<file path="src/sv/zn_tune_pkg.sv">
// shared types, constants and microcode table of the ultimate-gain autotuner
`timescale 1ns / 1ps
`default_nettype none
package zn_tune_pkg;

   localparam int SAMPLE_W  = 16;
   localparam int TICK_W    = 16;
   localparam int GAIN_W    = 16;
   localparam int AMP_W     = 17;
   localparam int KP_W      = 24;
   localparam int KD_W      = 37;
   localparam int PROD_W    = KP_W + TICK_W;
   localparam int DIV_W     = 26;
   localparam int DEN_W     = TICK_W + 1;
   localparam int CNT_W     = $clog2(DIV_W);
   localparam int PC_W      = 4;
   localparam int CSR_AW    = 4;
   localparam int CSR_DW    = 32;

   // divide by 5 as a multiply by ceil(2^29/5) and a shift, exact below 2^26
   localparam int KP_RECIP_W = 27;
   localparam int KP_SHIFT   = 29;
   localparam int KP_MUL_W   = DIV_W + KP_RECIP_W;

   localparam logic [9:0]  GAIN_INC_RESET   = 10'd10;
   localparam logic [15:0] WINDOW_RESET     = 16'd400;
   localparam logic [7:0]  NEEDED_RESET     = 8'd10;
   localparam logic [15:0] TOLERANCE_RESET  = 16'd4;
   localparam logic [KP_RECIP_W-1:0] KP_RECIP = 27'd107374183;
   localparam logic [KP_W-1:0]  KI_MAX      = {KP_W{1'b1}};
   localparam logic [GAIN_W-1:0] GAIN_MAX   = {GAIN_W{1'b1}};

   typedef enum logic [1:0] {
      REG_GAIN_INC  = 2'd0,
      REG_WINDOW    = 2'd1,
      REG_NEEDED    = 2'd2,
      REG_TOLERANCE = 2'd3
   } reg_idx_type;

   typedef enum logic [1:0] {
      ST_RUN     = 2'd0,
      ST_RESTART = 2'd1,
      ST_DONE    = 2'd2
   } status_type;

   typedef enum logic [3:0] {
      OP_NONE,
      OP_ACCEPT,
      OP_TICK,
      OP_WINDOW,
      OP_SIGN,
      OP_PERIOD,
      OP_STABLE,
      OP_MINMAX,
      OP_KP_LOAD,
      OP_DIV,
      OP_KI_LOAD,
      OP_KI_STORE,
      OP_KD_STORE,
      OP_EMIT
   } op_type;

   typedef enum logic [3:0] {
      JC_NEVER,
      JC_ALWAYS,
      JC_NO_ACCEPT,
      JC_DONE,
      JC_RESTART,
      JC_NO_PERIOD,
      JC_FINISHED,
      JC_DIV_BUSY,
      JC_RSP_BUSY
   } jc_type;

   typedef struct packed {
      op_type           op;
      jc_type           jc;
      logic [PC_W-1:0]  target;
   } ctrl_type;

   localparam logic [PC_W-1:0] STEP_WAIT     = 4'd0;
   localparam logic [PC_W-1:0] STEP_TICK     = 4'd1;
   localparam logic [PC_W-1:0] STEP_WINDOW   = 4'd2;
   localparam logic [PC_W-1:0] STEP_SIGN     = 4'd3;
   localparam logic [PC_W-1:0] STEP_PERIOD   = 4'd4;
   localparam logic [PC_W-1:0] STEP_STABLE   = 4'd5;
   localparam logic [PC_W-1:0] STEP_MINMAX   = 4'd6;
   localparam logic [PC_W-1:0] STEP_KP_LOAD  = 4'd7;
   localparam logic [PC_W-1:0] STEP_KI_LOAD  = 4'd8;
   localparam logic [PC_W-1:0] STEP_KI_DIV   = 4'd9;
   localparam logic [PC_W-1:0] STEP_KI_STORE = 4'd10;
   localparam logic [PC_W-1:0] STEP_KD_STORE = 4'd11;
   localparam logic [PC_W-1:0] STEP_EMIT     = 4'd15;

   // microcode: fall through to pc+1 unless the jump condition holds
   function automatic ctrl_type ucode(input logic [PC_W-1:0] pc);
      ctrl_type w;
      case (pc)
         STEP_WAIT:     w = '{OP_ACCEPT,   JC_NO_ACCEPT, STEP_WAIT};
         STEP_TICK:     w = '{OP_TICK,     JC_DONE,      STEP_EMIT};
         STEP_WINDOW:   w = '{OP_WINDOW,   JC_RESTART,   STEP_EMIT};
         STEP_SIGN:     w = '{OP_SIGN,     JC_NO_PERIOD, STEP_MINMAX};
         STEP_PERIOD:   w = '{OP_PERIOD,   JC_NEVER,     STEP_WAIT};
         STEP_STABLE:   w = '{OP_STABLE,   JC_FINISHED,  STEP_KP_LOAD};
         STEP_MINMAX:   w = '{OP_MINMAX,   JC_ALWAYS,    STEP_EMIT};
         STEP_KP_LOAD:  w = '{OP_KP_LOAD,  JC_NEVER,     STEP_WAIT};
         STEP_KI_LOAD:  w = '{OP_KI_LOAD,  JC_NEVER,     STEP_WAIT};
         STEP_KI_DIV:   w = '{OP_DIV,      JC_DIV_BUSY,  STEP_KI_DIV};
         STEP_KI_STORE: w = '{OP_KI_STORE, JC_NEVER,     STEP_WAIT};
         STEP_KD_STORE: w = '{OP_KD_STORE, JC_ALWAYS,    STEP_EMIT};
         // wraps to the wait step once the result register is free
         STEP_EMIT:     w = '{OP_EMIT,     JC_RSP_BUSY,  STEP_EMIT};
         default:       w = '{OP_NONE,     JC_ALWAYS,    STEP_WAIT};
      endcase
      return w;
   endfunction

endpackage
`default_nettype wire

</file>
<file path="src/sv/ziegler_nichols_oscillation_tuner.sv">
// top level: microcoded ultimate-gain autotuner with csr block
//
//  channel  | direction | handshake                    | payload
//  req_     | in        | req_valid / req_ready        | error_sample (s16 Q4.12)
//  rsp_     | out       | rsp_valid / rsp_ready        | status, gain, period, amplitude, gains
//  csr_     | in/out    | psel/penable/pwrite, pready=1| paddr[3:0], pwdata/prdata 32 bit
//
// a running sample goes through the tick, window, sign and min/max steps to emit; one that
// closes a period adds the period and stability steps; a window restart or done tuner skips to
// emit, then wraps to the wait step; the sample that finishes tuning does kp by reciprocal multiply,
// then a 26-step restoring division for ki (4*kp+Tu over 2*Tu) and a 24x16 multiply for kd
// req_ready is high only in the wait step; one beat is in flight at a time
// the result register holds a beat until taken; the emit step stalls while it is full
// synchronous active-high reset restores the registers and tracking state
`timescale 1ns / 1ps
`default_nettype none
module ziegler_nichols_oscillation_tuner (
   input  wire logic                                 clock,
   input  wire logic                                 reset,
   input  wire logic                                 req_valid,
   output logic                                      req_ready,
   input  wire logic signed [zn_tune_pkg::SAMPLE_W-1:0] req_error_sample,
   output logic                                      rsp_valid,
   input  wire logic                                 rsp_ready,
   output logic [1:0]                                rsp_status,
   output logic [zn_tune_pkg::GAIN_W-1:0]            rsp_gain_under_test,
   output logic [zn_tune_pkg::TICK_W-1:0]            rsp_period_ticks,
   output logic [15:0]                               rsp_amplitude,
   output logic [zn_tune_pkg::KP_W-1:0]              rsp_tuned_kp,
   output logic [zn_tune_pkg::KP_W-1:0]              rsp_tuned_ki,
   output logic [zn_tune_pkg::KD_W-1:0]              rsp_tuned_kd,
   input  wire logic                                 csr_psel,
   input  wire logic                                 csr_penable,
   input  wire logic                                 csr_pwrite,
   input  wire logic [zn_tune_pkg::CSR_AW-1:0]       csr_paddr,
   input  wire logic [zn_tune_pkg::CSR_DW-1:0]       csr_pwdata,
   output logic [zn_tune_pkg::CSR_DW-1:0]            csr_prdata,
   output logic                                      csr_pready
);
   import zn_tune_pkg::*;

   // control
   logic [PC_W-1:0]   pc_ff, pc_in;
   ctrl_type          ctrl;
   logic              take_jump;

   // configuration
   logic [9:0]        gain_inc_ff, gain_inc_in;
   logic [15:0]       window_ff, window_in;
   logic [7:0]        needed_ff, needed_in;
   logic [15:0]       tol_ff, tol_in;

   // tracking state
   logic [TICK_W-1:0] tick_ff, tick_in;
   logic [TICK_W-1:0] lps_ff, lps_in;
   logic              last_neg_ff, last_neg_in;
   logic              parity_ff, parity_in;
   logic [7:0]        stable_ff, stable_in;
   logic signed [SAMPLE_W-1:0] min_ff, min_in;
   logic signed [SAMPLE_W-1:0] max_ff, max_in;
   logic [AMP_W-1:0]  prev_amp_ff, prev_amp_in;
   logic [GAIN_W-1:0] gain_ff, gain_in;
   logic [TICK_W-1:0] period_ff, period_in;
   logic              done_ff, done_in;

   // datapath
   logic signed [SAMPLE_W-1:0] sample_ff, sample_in;
   logic [AMP_W-1:0]  amp_ff, amp_in;
   status_type        status_ff, status_in;
   logic [DIV_W-1:0]  num_ff, num_in;
   logic [DEN_W-1:0]  rem_ff, rem_in;
   logic [DEN_W-1:0]  den_ff, den_in;
   logic [CNT_W-1:0]  cnt_ff, cnt_in;
   logic [KP_W-1:0]   kp_ff, kp_in;
   logic [KP_W-1:0]   ki_ff, ki_in;
   logic [KD_W-1:0]   kd_ff, kd_in;
   logic [PROD_W-1:0] prod_ff, prod_in;

   // result register
   logic              rsp_valid_ff, rsp_valid_in;
   status_type        rsp_status_ff, rsp_status_in;
   logic [GAIN_W-1:0] rsp_gain_ff, rsp_gain_in;
   logic [TICK_W-1:0] rsp_period_ff, rsp_period_in;
   logic [15:0]       rsp_amp_ff, rsp_amp_in;
   logic [KP_W-1:0]   rsp_kp_ff, rsp_kp_in;
   logic [KP_W-1:0]   rsp_ki_ff, rsp_ki_in;
   logic [KD_W-1:0]   rsp_kd_ff, rsp_kd_in;

   // decoded conditions
   logic              window_hit;
   logic              sign_hit;
   logic              tol_hit;
   logic              finished;
   logic              rsp_busy;
   logic [GAIN_W:0]   gain_sum;
   logic [AMP_W-1:0]  amp_diff;
   logic [8:0]        stable_n;
   logic [DEN_W:0]    rem_sh;
   logic              div_ge;
   logic              csr_write;
   logic [PROD_W-1:0] kd_sum;
   logic [DIV_W-1:0]  kp_num;
   logic [KP_MUL_W-1:0] kp_mul;

   assign ctrl       = ucode(pc_ff);
   assign req_ready  = (ctrl.op == OP_ACCEPT);
   assign csr_pready = 1'b1;
   assign csr_write  = csr_psel && csr_penable && csr_pwrite;

   assign window_hit = (tick_ff == window_ff);
   assign sign_hit   = (sample_ff == '0) || (sample_ff[SAMPLE_W-1] != last_neg_ff);
   assign amp_diff   = (amp_ff >= prev_amp_ff) ? amp_ff - prev_amp_ff : prev_amp_ff - amp_ff;
   assign tol_hit    = amp_diff < {1'b0, tol_ff};
   assign stable_n   = {1'b0, stable_ff} + 9'd1;
   assign finished   = tol_hit && (stable_n > {1'b0, needed_ff});
   assign rsp_busy   = rsp_valid_ff && !rsp_ready;
   assign gain_sum   = {1'b0, gain_ff} + (GAIN_W + 1)'(gain_inc_ff);
   assign rem_sh     = {rem_ff, num_ff[DIV_W-1]};
   assign div_ge     = rem_sh >= {1'b0, den_ff};
   assign kd_sum     = prod_ff + PROD_W'(4);

   // p*768 + 2, then divide by 5 for round(0.6*p*256)
   assign kp_num = DIV_W'({gain_ff, 9'b0}) + DIV_W'({gain_ff, 8'b0}) + DIV_W'(2);
   assign kp_mul = KP_MUL_W'(kp_num) * KP_MUL_W'(KP_RECIP);

   always_comb begin
      case (ctrl.jc)
         JC_NEVER:     take_jump = 1'b0;
         JC_ALWAYS:    take_jump = 1'b1;
         JC_NO_ACCEPT: take_jump = !req_valid;
         JC_DONE:      take_jump = done_ff;
         JC_RESTART:   take_jump = window_hit;
         JC_NO_PERIOD: take_jump = !(sign_hit && parity_ff);
         JC_FINISHED:  take_jump = finished;
         JC_DIV_BUSY:  take_jump = (cnt_ff != '0);
         JC_RSP_BUSY:  take_jump = rsp_busy;
         default:      take_jump = 1'b0;
      endcase
   end

   always_comb begin
      pc_in         = take_jump ? ctrl.target : pc_ff + PC_W'(1);

      gain_inc_in   = gain_inc_ff;
      window_in     = window_ff;
      needed_in     = needed_ff;
      tol_in        = tol_ff;

      tick_in       = tick_ff;
      lps_in        = lps_ff;
      last_neg_in   = last_neg_ff;
      parity_in     = parity_ff;
      stable_in     = stable_ff;
      min_in        = min_ff;
      max_in        = max_ff;
      prev_amp_in   = prev_amp_ff;
      gain_in       = gain_ff;
      period_in     = period_ff;
      done_in       = done_ff;

      sample_in     = sample_ff;
      amp_in        = amp_ff;
      status_in     = status_ff;
      num_in        = num_ff;
      rem_in        = rem_ff;
      den_in        = den_ff;
      cnt_in        = cnt_ff;
      kp_in         = kp_ff;
      ki_in         = ki_ff;
      kd_in         = kd_ff;
      prod_in       = prod_ff;

      rsp_valid_in  = rsp_valid_ff && !rsp_ready;
      rsp_status_in = rsp_status_ff;
      rsp_gain_in   = rsp_gain_ff;
      rsp_period_in = rsp_period_ff;
      rsp_amp_in    = rsp_amp_ff;
      rsp_kp_in     = rsp_kp_ff;
      rsp_ki_in     = rsp_ki_ff;
      rsp_kd_in     = rsp_kd_ff;

      if (csr_write) begin
         case (reg_idx_type'(csr_paddr[3:2]))
            REG_GAIN_INC:  gain_inc_in = csr_pwdata[9:0];
            REG_WINDOW:    window_in   = csr_pwdata[15:0];
            REG_NEEDED:    needed_in   = csr_pwdata[7:0];
            REG_TOLERANCE: tol_in      = csr_pwdata[15:0];
            default:       ;
         endcase
      end

      case (ctrl.op)
         OP_ACCEPT: begin
            if (req_valid) sample_in = req_error_sample;
         end
         OP_TICK: begin
            if (done_ff) begin
               status_in = ST_DONE;
            end else begin
               tick_in   = tick_ff + TICK_W'(1);
               status_in = ST_RUN;
            end
         end
         OP_WINDOW: begin
            if (window_hit) begin
               gain_in     = gain_sum[GAIN_W] ? GAIN_MAX : gain_sum[GAIN_W-1:0];
               tick_in     = '0;
               lps_in      = '0;
               last_neg_in = 1'b1;
               parity_in   = 1'b0;
               stable_in   = '0;
               min_in      = '0;
               max_in      = '0;
               prev_amp_in = '0;
               status_in   = ST_RESTART;
            end
         end
         OP_SIGN: begin
            if (sign_hit) begin
               last_neg_in = sample_ff[SAMPLE_W-1];
               parity_in   = !parity_ff;
            end
         end
         OP_PERIOD: begin
            amp_in    = AMP_W'({max_ff[SAMPLE_W-1], max_ff}) -
                        AMP_W'({min_ff[SAMPLE_W-1], min_ff});
            period_in = tick_ff - lps_ff;
            lps_in    = tick_ff;
         end
         OP_STABLE: begin
            prev_amp_in = amp_ff;
            if (tol_hit) begin
               stable_in = stable_n[8] ? 8'hFF : stable_n[7:0];
               if (finished) begin
                  done_in   = 1'b1;
                  status_in = ST_DONE;
               end
            end else begin
               stable_in = '0;
            end
         end
         OP_MINMAX: begin
            if (sample_ff < min_ff) min_in = sample_ff;
            else if (sample_ff > max_ff) max_in = sample_ff;
         end
         OP_KP_LOAD: begin
            kp_in = kp_mul[KP_SHIFT +: KP_W];
         end
         OP_DIV: begin
            rem_in = div_ge ? DEN_W'(rem_sh - {1'b0, den_ff}) : rem_sh[DEN_W-1:0];
            num_in = {num_ff[DIV_W-2:0], div_ge};
            if (cnt_ff != '0) cnt_in = cnt_ff - CNT_W'(1);
         end
         OP_KI_LOAD: begin
            num_in = {kp_ff, 2'b00} + DIV_W'(period_ff);
            den_in = {period_ff, 1'b0};
            rem_in = '0;
            cnt_in = CNT_W'(DIV_W - 1);
         end
         OP_KI_STORE: begin
            // zero period has no valid quotient, report saturation
            ki_in   = ((period_ff == '0) || (num_ff[DIV_W-1:KP_W] != '0)) ?
                      KI_MAX : num_ff[KP_W-1:0];
            prod_in = PROD_W'(kp_ff) * PROD_W'(period_ff);
         end
         OP_KD_STORE: begin
            kd_in = kd_sum[PROD_W-1:3];
         end
         OP_EMIT: begin
            if (!rsp_busy) begin
               rsp_valid_in  = 1'b1;
               rsp_status_in = status_ff;
               rsp_gain_in   = gain_ff;
               rsp_period_in = period_ff;
               rsp_amp_in    = prev_amp_ff[15:0];
               rsp_kp_in     = (status_ff == ST_DONE) ? kp_ff : '0;
               rsp_ki_in     = (status_ff == ST_DONE) ? ki_ff : '0;
               rsp_kd_in     = (status_ff == ST_DONE) ? kd_ff : '0;
            end
         end
         default: ;
      endcase
   end

   always_ff @(posedge clock) begin
      if (reset) begin
         pc_ff        <= STEP_WAIT;
         gain_inc_ff  <= GAIN_INC_RESET;
         window_ff    <= WINDOW_RESET;
         needed_ff    <= NEEDED_RESET;
         tol_ff       <= TOLERANCE_RESET;
         tick_ff      <= '0;
         lps_ff       <= '0;
         last_neg_ff  <= 1'b1;
         parity_ff    <= 1'b0;
         stable_ff    <= '0;
         min_ff       <= '0;
         max_ff       <= '0;
         prev_amp_ff  <= '0;
         gain_ff      <= GAIN_W'(GAIN_INC_RESET);
         period_ff    <= '0;
         done_ff      <= 1'b0;
         rsp_valid_ff <= 1'b0;
      end else begin
         pc_ff        <= pc_in;
         gain_inc_ff  <= gain_inc_in;
         window_ff    <= window_in;
         needed_ff    <= needed_in;
         tol_ff       <= tol_in;
         tick_ff      <= tick_in;
         lps_ff       <= lps_in;
         last_neg_ff  <= last_neg_in;
         parity_ff    <= parity_in;
         stable_ff    <= stable_in;
         min_ff       <= min_in;
         max_ff       <= max_in;
         prev_amp_ff  <= prev_amp_in;
         gain_ff      <= gain_in;
         period_ff    <= period_in;
         done_ff      <= done_in;
         rsp_valid_ff <= rsp_valid_in;
      end
   end

   always_ff @(posedge clock) begin
      sample_ff     <= sample_in;
      amp_ff        <= amp_in;
      status_ff     <= status_in;
      num_ff        <= num_in;
      rem_ff        <= rem_in;
      den_ff        <= den_in;
      cnt_ff        <= cnt_in;
      kp_ff         <= kp_in;
      ki_ff         <= ki_in;
      kd_ff         <= kd_in;
      prod_ff       <= prod_in;
      rsp_status_ff <= rsp_status_in;
      rsp_gain_ff   <= rsp_gain_in;
      rsp_period_ff <= rsp_period_in;
      rsp_amp_ff    <= rsp_amp_in;
      rsp_kp_ff     <= rsp_kp_in;
      rsp_ki_ff     <= rsp_ki_in;
      rsp_kd_ff     <= rsp_kd_in;
   end

   always_comb begin
      case (reg_idx_type'(csr_paddr[3:2]))
         REG_GAIN_INC:  csr_prdata = CSR_DW'(gain_inc_ff);
         REG_WINDOW:    csr_prdata = CSR_DW'(window_ff);
         REG_NEEDED:    csr_prdata = CSR_DW'(needed_ff);
         REG_TOLERANCE: csr_prdata = CSR_DW'(tol_ff);
         default:       csr_prdata = '0;
      endcase
   end

   assign rsp_valid           = rsp_valid_ff;
   assign rsp_status          = rsp_status_ff;
   assign rsp_gain_under_test = rsp_gain_ff;
   assign rsp_period_ticks    = rsp_period_ff;
   assign rsp_amplitude       = rsp_amp_ff;
   assign rsp_tuned_kp        = rsp_kp_ff;
   assign rsp_tuned_ki        = rsp_ki_ff;
   assign rsp_tuned_kd        = rsp_kd_ff;

endmodule
`default_nettype wire

</file>
<file path="config.mk">
export PLATFORM = sky130hd
export DESIGN_NAME = ziegler_nichols_oscillation_tuner
export DESIGN_NICKNAME = d
export VERILOG_FILES = /design/src/sv/zn_tune_pkg.sv /design/src/sv/ziegler_nichols_oscillation_tuner.sv
export SDC_FILE = /design/constraint.sdc
export NUM_CORES = 2
export LEC_CHECK = 0
export ABC_AREA = 1
export BUFFER_PORTS_ARGS = -buffer_cell sky130_fd_sc_hd__clkbuf_2
export CORE_UTILIZATION = 30
export DETAILED_ROUTE_END_ITERATION = 12
export GPL_TIMING_DRIVEN = 0
export SLEW_MARGIN = 30
export SYNTH_ARGS = -nofsm -noshare
export SYNTH_HDL_FRONTEND = slang
export SYNTH_SLANG_ARGS = --single-unit
</file>
<file path="constraint.sdc">
create_clock -name clock -period 9.34 [get_ports clock]
set_input_delay 0.934 -clock clock [delete_from_list [all_inputs] [get_ports clock]]
set_output_delay 0.934 -clock clock [all_outputs]
set_load 0.1 [all_outputs]
</file>
## Word level (Yosys, flattened, before mapping)

Memory sizes are Yosys's and may differ from the RTL's. A register that Yosys moved wholly into a read port is not among the register bits.
Cells that the tools add are included.

| cells by class | value |
|---|---|
| $add $sub $neg | 14 |
| $mul | 2 |
| order comparisons | 6 |
| equal/unequal tests | 36 |
| mux-type cells | 38 |
| bitwise operators | 1 |
| reduce and logical (&&, ||, !) cells | 39 |

Operator list:

| cell | count |
|---|---|
| $pmux 16 s2 | 4 |
| $pmux 32 s4 | 1 |
| $mux 16 | 6 |
| $pmux 17 s2 | 2 |
| $mul 26x27->53 const B | 1 |
| $pmux 26 s2 | 1 |
| $mux 17 | 3 |
| $sub 17x17->17 | 3 |
| $add 40x3->40 const B | 1 |
| $mul 24x16->40 | 1 |
| $eq 4x3->1 const B | 8 |
| $logic_not 16->1 | 2 |
| $eq 4x4->1 const B | 7 |
| $add 25x24->26 | 1 |
| $add 26x16->26 | 1 |
| $add 26x2->26 const B | 1 |
| $mux 8 | 3 |
| $reduce_and 2->1 | 10 |
| $ge 18x17->1 | 1 |
| $ne 2x2->1 const B | 9 |
| $add 16x10->17 | 1 |
| $ge 17x17->1 | 1 |
| $lt 17x16->1 | 1 |
| $sub 16x16->17 | 1 |
| other kinds (33) | 66 |

| storage, ports and cells | value |
|---|---|
| register bits | 538 |
| bits in read-only memories | 192 |
| input port bits | 59 |
| output and inout bits | 170 |
| logic and storage cells | 172 |
| memories kept | 1 |

Memory list:

| name | depth | bits a word | read ports | clocked after memory_dff | write ports | line | source |
|---|---|---|---|---|---|---|---|
| (no name shown) | 16 | 12 | 1 | 1 | 0 | zn_tune_pkg.sv:98 | `case (pc)` |

## Depth between registers and ports, before layout

| depth | value |
|---|---|
| word-level depth | 7 |
| gate-level depth with buffers | 45 |
| depth with buffers taken out | 45 |

## Worst setup path before layout

No wires, ideal clock.

| timing | value |
|---|---|
| kind | input to register |
| start | input rsp_ready |
| end | register rsp_amp_ff[0] (netlist: rsp_amplitude[0]), enable pin |
| setup time | 675 ps |
| data arrival time | 7498 ps |
| required time | 8665 ps |
| path slack | 1167 ps |
| stages | 2 |
| path buffers | 0 |
| cells stage by stage | inv_1 -> a21oi_1 |

| on the way | value |
|---|---|
| cells in the longest elaborated chain, start to end | 4 |

RTL lines:

| item | line | source |
|---|---|---|
| start: declaration | ziegler_nichols_oscillation_tuner.sv:24 | `input wire logic rsp_ready,` |
| $logic_not 1->1 | ziegler_nichols_oscillation_tuner.sv:116 | `assign rsp_busy = rsp_valid_ff && !rsp_ready;` |
| $logic_and 1x1->1 | ziegler_nichols_oscillation_tuner.sv:116 |  |
| $not 1->1 (no line) | -- |  |
| $reduce_and 2->1 (no line) | -- |  |
| end signal: assignment | ziegler_nichols_oscillation_tuner.sv:340 | `rsp_amp_ff <= rsp_amp_in;` |
| end: declaration | ziegler_nichols_oscillation_tuner.sv:84 | `logic [15:0] rsp_amp_ff, rsp_amp_in;` |

Every way passes these cells.
A chain may end at the register's enable or synchronous reset.

## Final worst setup path

| timing | value |
|---|---|
| start | register gain_ff[0] |
| end | register kp_ff[22] (data pin) |

| on the way | value |
|---|---|
| cells in the longest elaborated chain, start to end | 3 |

RTL lines:

| item | line | source |
|---|---|---|
| start: declaration | ziegler_nichols_oscillation_tuner.sv:62 | `logic [GAIN_W-1:0] gain_ff, gain_in;` |
| start signal: assignment | ziegler_nichols_oscillation_tuner.sv:300 | `gain_ff <= GAIN_W'(GAIN_INC_RESET);` |
| start signal: assignment | ziegler_nichols_oscillation_tuner.sv:318 | `gain_ff <= gain_in;` |
| $add 25x24->26 | ziegler_nichols_oscillation_tuner.sv:123 | `assign kp_num = DIV_W'({gain_ff, 9'b0}) + DIV_W'({gain_ff, 8'b0}) + DIV_W'(2);` |
| $add 26x2->26 | ziegler_nichols_oscillation_tuner.sv:123 |  |
| $mul 26x27->53 | ziegler_nichols_oscillation_tuner.sv:124 | `assign kp_mul = KP_MUL_W'(kp_num) * KP_MUL_W'(KP_RECIP);` |
| via kp_mul[51] | ziegler_nichols_oscillation_tuner.sv:103 | `logic [KP_MUL_W-1:0] kp_mul;` |
| end signal: assignment | ziegler_nichols_oscillation_tuner.sv:333 | `kp_ff <= kp_in;` |
| end: declaration | ziegler_nichols_oscillation_tuner.sv:74 | `logic [KP_W-1:0] kp_ff, kp_in;` |

The timed path passes the listed nets, and every way through them passes these cells.

==> summary.txt <==
Routing
  • Met2 wire length: 60.7 mm
  • Number of DRC markers in iteration 0: 2531
  • WL met1: 60.3 mm
  • Met3 WL: 8.29 mm
  • Via Count: 36800
  • DRT antenna net count: 0
  • Vias/cell: 4.66
  • Pre-antenna DRT Iters: 5
  • Highest metal used: met4
  • # DRC: 0
  • Final WL: 135 mm
  • Routed wire per std cell: 17.1 um

Clock tree
  • Cts repair resizes: 0
  • Root Driver: clkbuf_16
  • Clock latency on the worst-skew pair: 650 ps
  • CTS tree: yes
  • H-Tree Depth: 3
  • Post CTS Setup Buffer Count: 0
  • Hold buffers post-CTS: 0
  • Num CTS Buffers: 66
  • Clock transition at path regs: 60 ps
  • Clock buffer depth: 3
  • Clk sinks: 547

Timing
  • Final Hold Viols: 0
  • Hold Slack: 443 ps
  • Setup violations, final: 0
  • Setup Skew: 32.7 ps
  • Min Tclk post-route: 8800 ps
  • Slew HR: 37.2%
  • Final period util: 94.3%
  • RSZ-0062 raised after global routing: no
  • PnR worst setup slack: 535 ps
  • Fmax: 114 MHz
  • Final Max Slew Viols: 0
  • Tightest Pin Transition: 942 ps

Min path
  • Hold crit path type: input pin to register

Floorplanning
  • Rows: 145
  • Die area: 160000 um2
  • Initial Util: 30.3%
  • Die height: 399 um
  • CORE AREA: 157000 um2
  • Die W: 399 um
  • # IOs: 229

Cells and area
  • Non-Filler Instances: 7895
  • NumNets Final: 6748
  • Diode count: 0
  • Share of cells above drive strength 1: 6.99%
  • Multi-input logic area: 27600 um2
  • Reg area: 14500 um2
  • Post-route cell area: 53600 um2
  • Fillers: 16200
  • Area grow syn2layout: 13.0%

Synth
  • Synthesized area: 47400 um2
  • Most used DFF post-synth: edfxtp_1
  • Synth warn: 0
  • Cells after Synth: 5495
  • Unique cell type count in the Yosys netlist: 64
  • FFs w/ async S/R, synth: 0%
  • Seq cells post-synth: 547
  • Seq/Total Area, Yosys: 30.6%
  • Post-synth EDFFs: 357
  • Mean Syn Cell Area: 8.63 um2

Global routing
  • Gr ovfl total: 0
  • Tot GR Track Use: 17.0%
  • Number of global-route vias before repair: 37100
  • Maximum number of pins on one net before global-route repair: 44
  • Initial antenna violation count: 0
  • First-pass GRT wire length: 210 mm

Flow run
  • Max-cap viol count: 0

Worst setup path
  • CP Class: register to register
  • WP data required: 9720 ps
  • Worst setup EP type: register
  • Largest stage delay, worst path: 540 ps
  • Worst-path fanout max: 6
  • WP data arrival: 9190 ps
  • Slowest-stage cell, CP: fa_1
  • Startpoint type of the worst setup path: register

Place
  • # port buffers: 193
  • Area after DPL: 51300 um2
  • Post-DP HPWL: 112 mm
  • # placed instances: 7778
  • Placer Congestion: 0.949
  • Pre-CTS setup slack: 251 ps

Status
  • Status: completed

Power
  • Leakage: 26.0 nW
  • PD cells: 204 nW/um2
  • Worst IR drop on VDD: 0.000147 V
[placed cells by master, fill, tap and decap left out, drive strengths merged, types with 4 or more instances in the layout]
| master | Yosys | final |
|---|---|---|
| inv | 1235 | 1242 |
| nand2 | 1021 | 1021 |
| ha | 467 | 467 |
| fa | 434 | 434 |
| clkbuf | 150 | 426 |
| a21oi | 375 | 375 |
| nor2 | 360 | 360 |
| edfxtp | 357 | 357 |
| o21ai | 242 | 242 |
| dfxtp | 190 | 190 |
| xor2 | 139 | 139 |
| nand3 | 115 | 115 |
| xnor2 | 69 | 69 |
| buf | 38 | 55 |
| nor3 | 52 | 52 |
| nand4 | 45 | 45 |
| o211ai | 22 | 22 |
| a31oi | 20 | 20 |
| a21o | 19 | 19 |
| nor4 | 18 | 18 |
| clkinv | 1 | 18 |
| conb | 2 | 17 |
| a211oi | 17 | 17 |
| o2111ai | 14 | 14 |
| o21bai | 13 | 13 |
| o21a | 12 | 12 |
| o22ai | 10 | 10 |
| bufinv | 0 | 7 |
| nand3b | 7 | 7 |
| nor3b | 7 | 7 |
| a21boi | 7 | 7 |
| o31ai | 6 | 6 |
| o221ai | 5 | 5 |
| and3 | 4 | 4 |
| or2 | 4 | 4 |
| a221oi | 4 | 4 |
[cell type report]
cell class / count / share of cell area, %
inverters: 1236 / 8.66
multi-input cells: 3539 / 51.4
plain buffers: 188 / 1.47
clock inverters: 34 / 0.829
well taps: 2058 / 4.81
repair buffers: 210 / 2.36
flip-flops and latches: 547 / 27.1
clock buffers: 83 / 3.32
[layer usage]
layer,up-vias,global-route usage [%]
met5,-,0
met4,0,7.11
met3,234,2.72
met2,1135,27.5
met1,17600,22.5
li1,17900,-
[final timing paths]
check / start / cells after the start / to / slack (ps)
hold reg to reg: prev_amp_ff[16]$_SDFFE_PP0P_ / 2 / prev_amp_ff[16]$_SDFFE_PP0P_ / 460
setup reg to reg: gain_ff[0]$_SDFFE_PP0P_ / 40 / kp_ff[22]$_DFFE_PN_ / 540
hold / removal: req_error_sample[9] / 1 / sample_ff[9]$_DFFE_PP_ / 440
setup / recovery: gain_ff[0]$_SDFFE_PP0P_ / 40 / kp_ff[22]$_DFFE_PN_ / 540
[metrics by stage]
step	power (mW)	TNS, ps	utilization [%]
after global placement	8.24	-384450	32.6
final	11.0	0	34.2
after global routing	11.8	0	34.2
after CTS	11.0	0	34.2
after detailed placement	8.32	0	32.8
after floorplan	6.82	0	-
[sequential cells by signal (all words and copies together), names as in the netlist, 17 cells and up]
signal	flops
rsp_tuned_ki	24
prod_ff	38
kd_ff	37
ki_ff	24
rsp_tuned_kd	37
amp_ff	17
prev_amp_ff	17
num_ff	26
kp_ff	24
rsp_tuned_kp	24
rem_ff	17
[logic make-up (layout without fill, tap and decap cells)]
kind of cell	Yosys count	count (layout)	synth area share (%)
AOI/OAI and AO/OA	778	778	9.14
muxes	2	2	0.0422
xor gates and xnor gates	208	208	3.84
other	2	17	0.0158
and+or+nand+nor	1633	1633	14.2
DFF	547	547	30.6
buffers and inverters	1424	1751	11.4
adders and majority gates	901	901	30.7
[synthesized netlist by cell type (17+ instances only)]
cell / instances / share of area, %
a21o_1: 19 / 0.30
a31oi_1: 20 / 0.26
a211oi_1: 17 / 0.27
nand3_1: 106 / 1.1
xor2_1: 139 / 2.6
xnor2_1: 69 / 1.3
dfxtp_1: 190 / 8.0
clkbuf_1: 150 / 1.2
o21ai_0: 230 / 2.4
nor2_1: 348 / 2.8
o211ai_1: 22 / 0.35
nand4_1: 42 / 0.55
a21oi_1: 374 / 3.9
nor3_1: 48 / 0.51
fa_1: 434 / 18
nor4_1: 18 / 0.24
inv_1: 1226 / 9.7
ha_1: 467 / 12
nand2_1: 1014 / 8.0
edfxtp_1: 357 / 23
buf_4: 18 / 0.29
[report_power, final]
part | switching, mW | internal, mW | total, mW | leakage (nW)
combinational | 3.37 | 1.80 | 5.17 | 20.0
sequential | 0.172 | 2.97 | 3.14 | 4.86
clock | 1.09 | 1.56 | 2.65 | 1.08
[worst max-delay path: cells and delay by family (launching register included)]
kind / cells / cell delay (ps)
compound gates: 8 / 1570
xor+xnor: 1 / 90
fa+ha+maj: 11 / 4550
buf+inv: 8 / 510
flops: 1 / 420
simple gates: 12 / 1390
(Power assumes the default switching activity.)
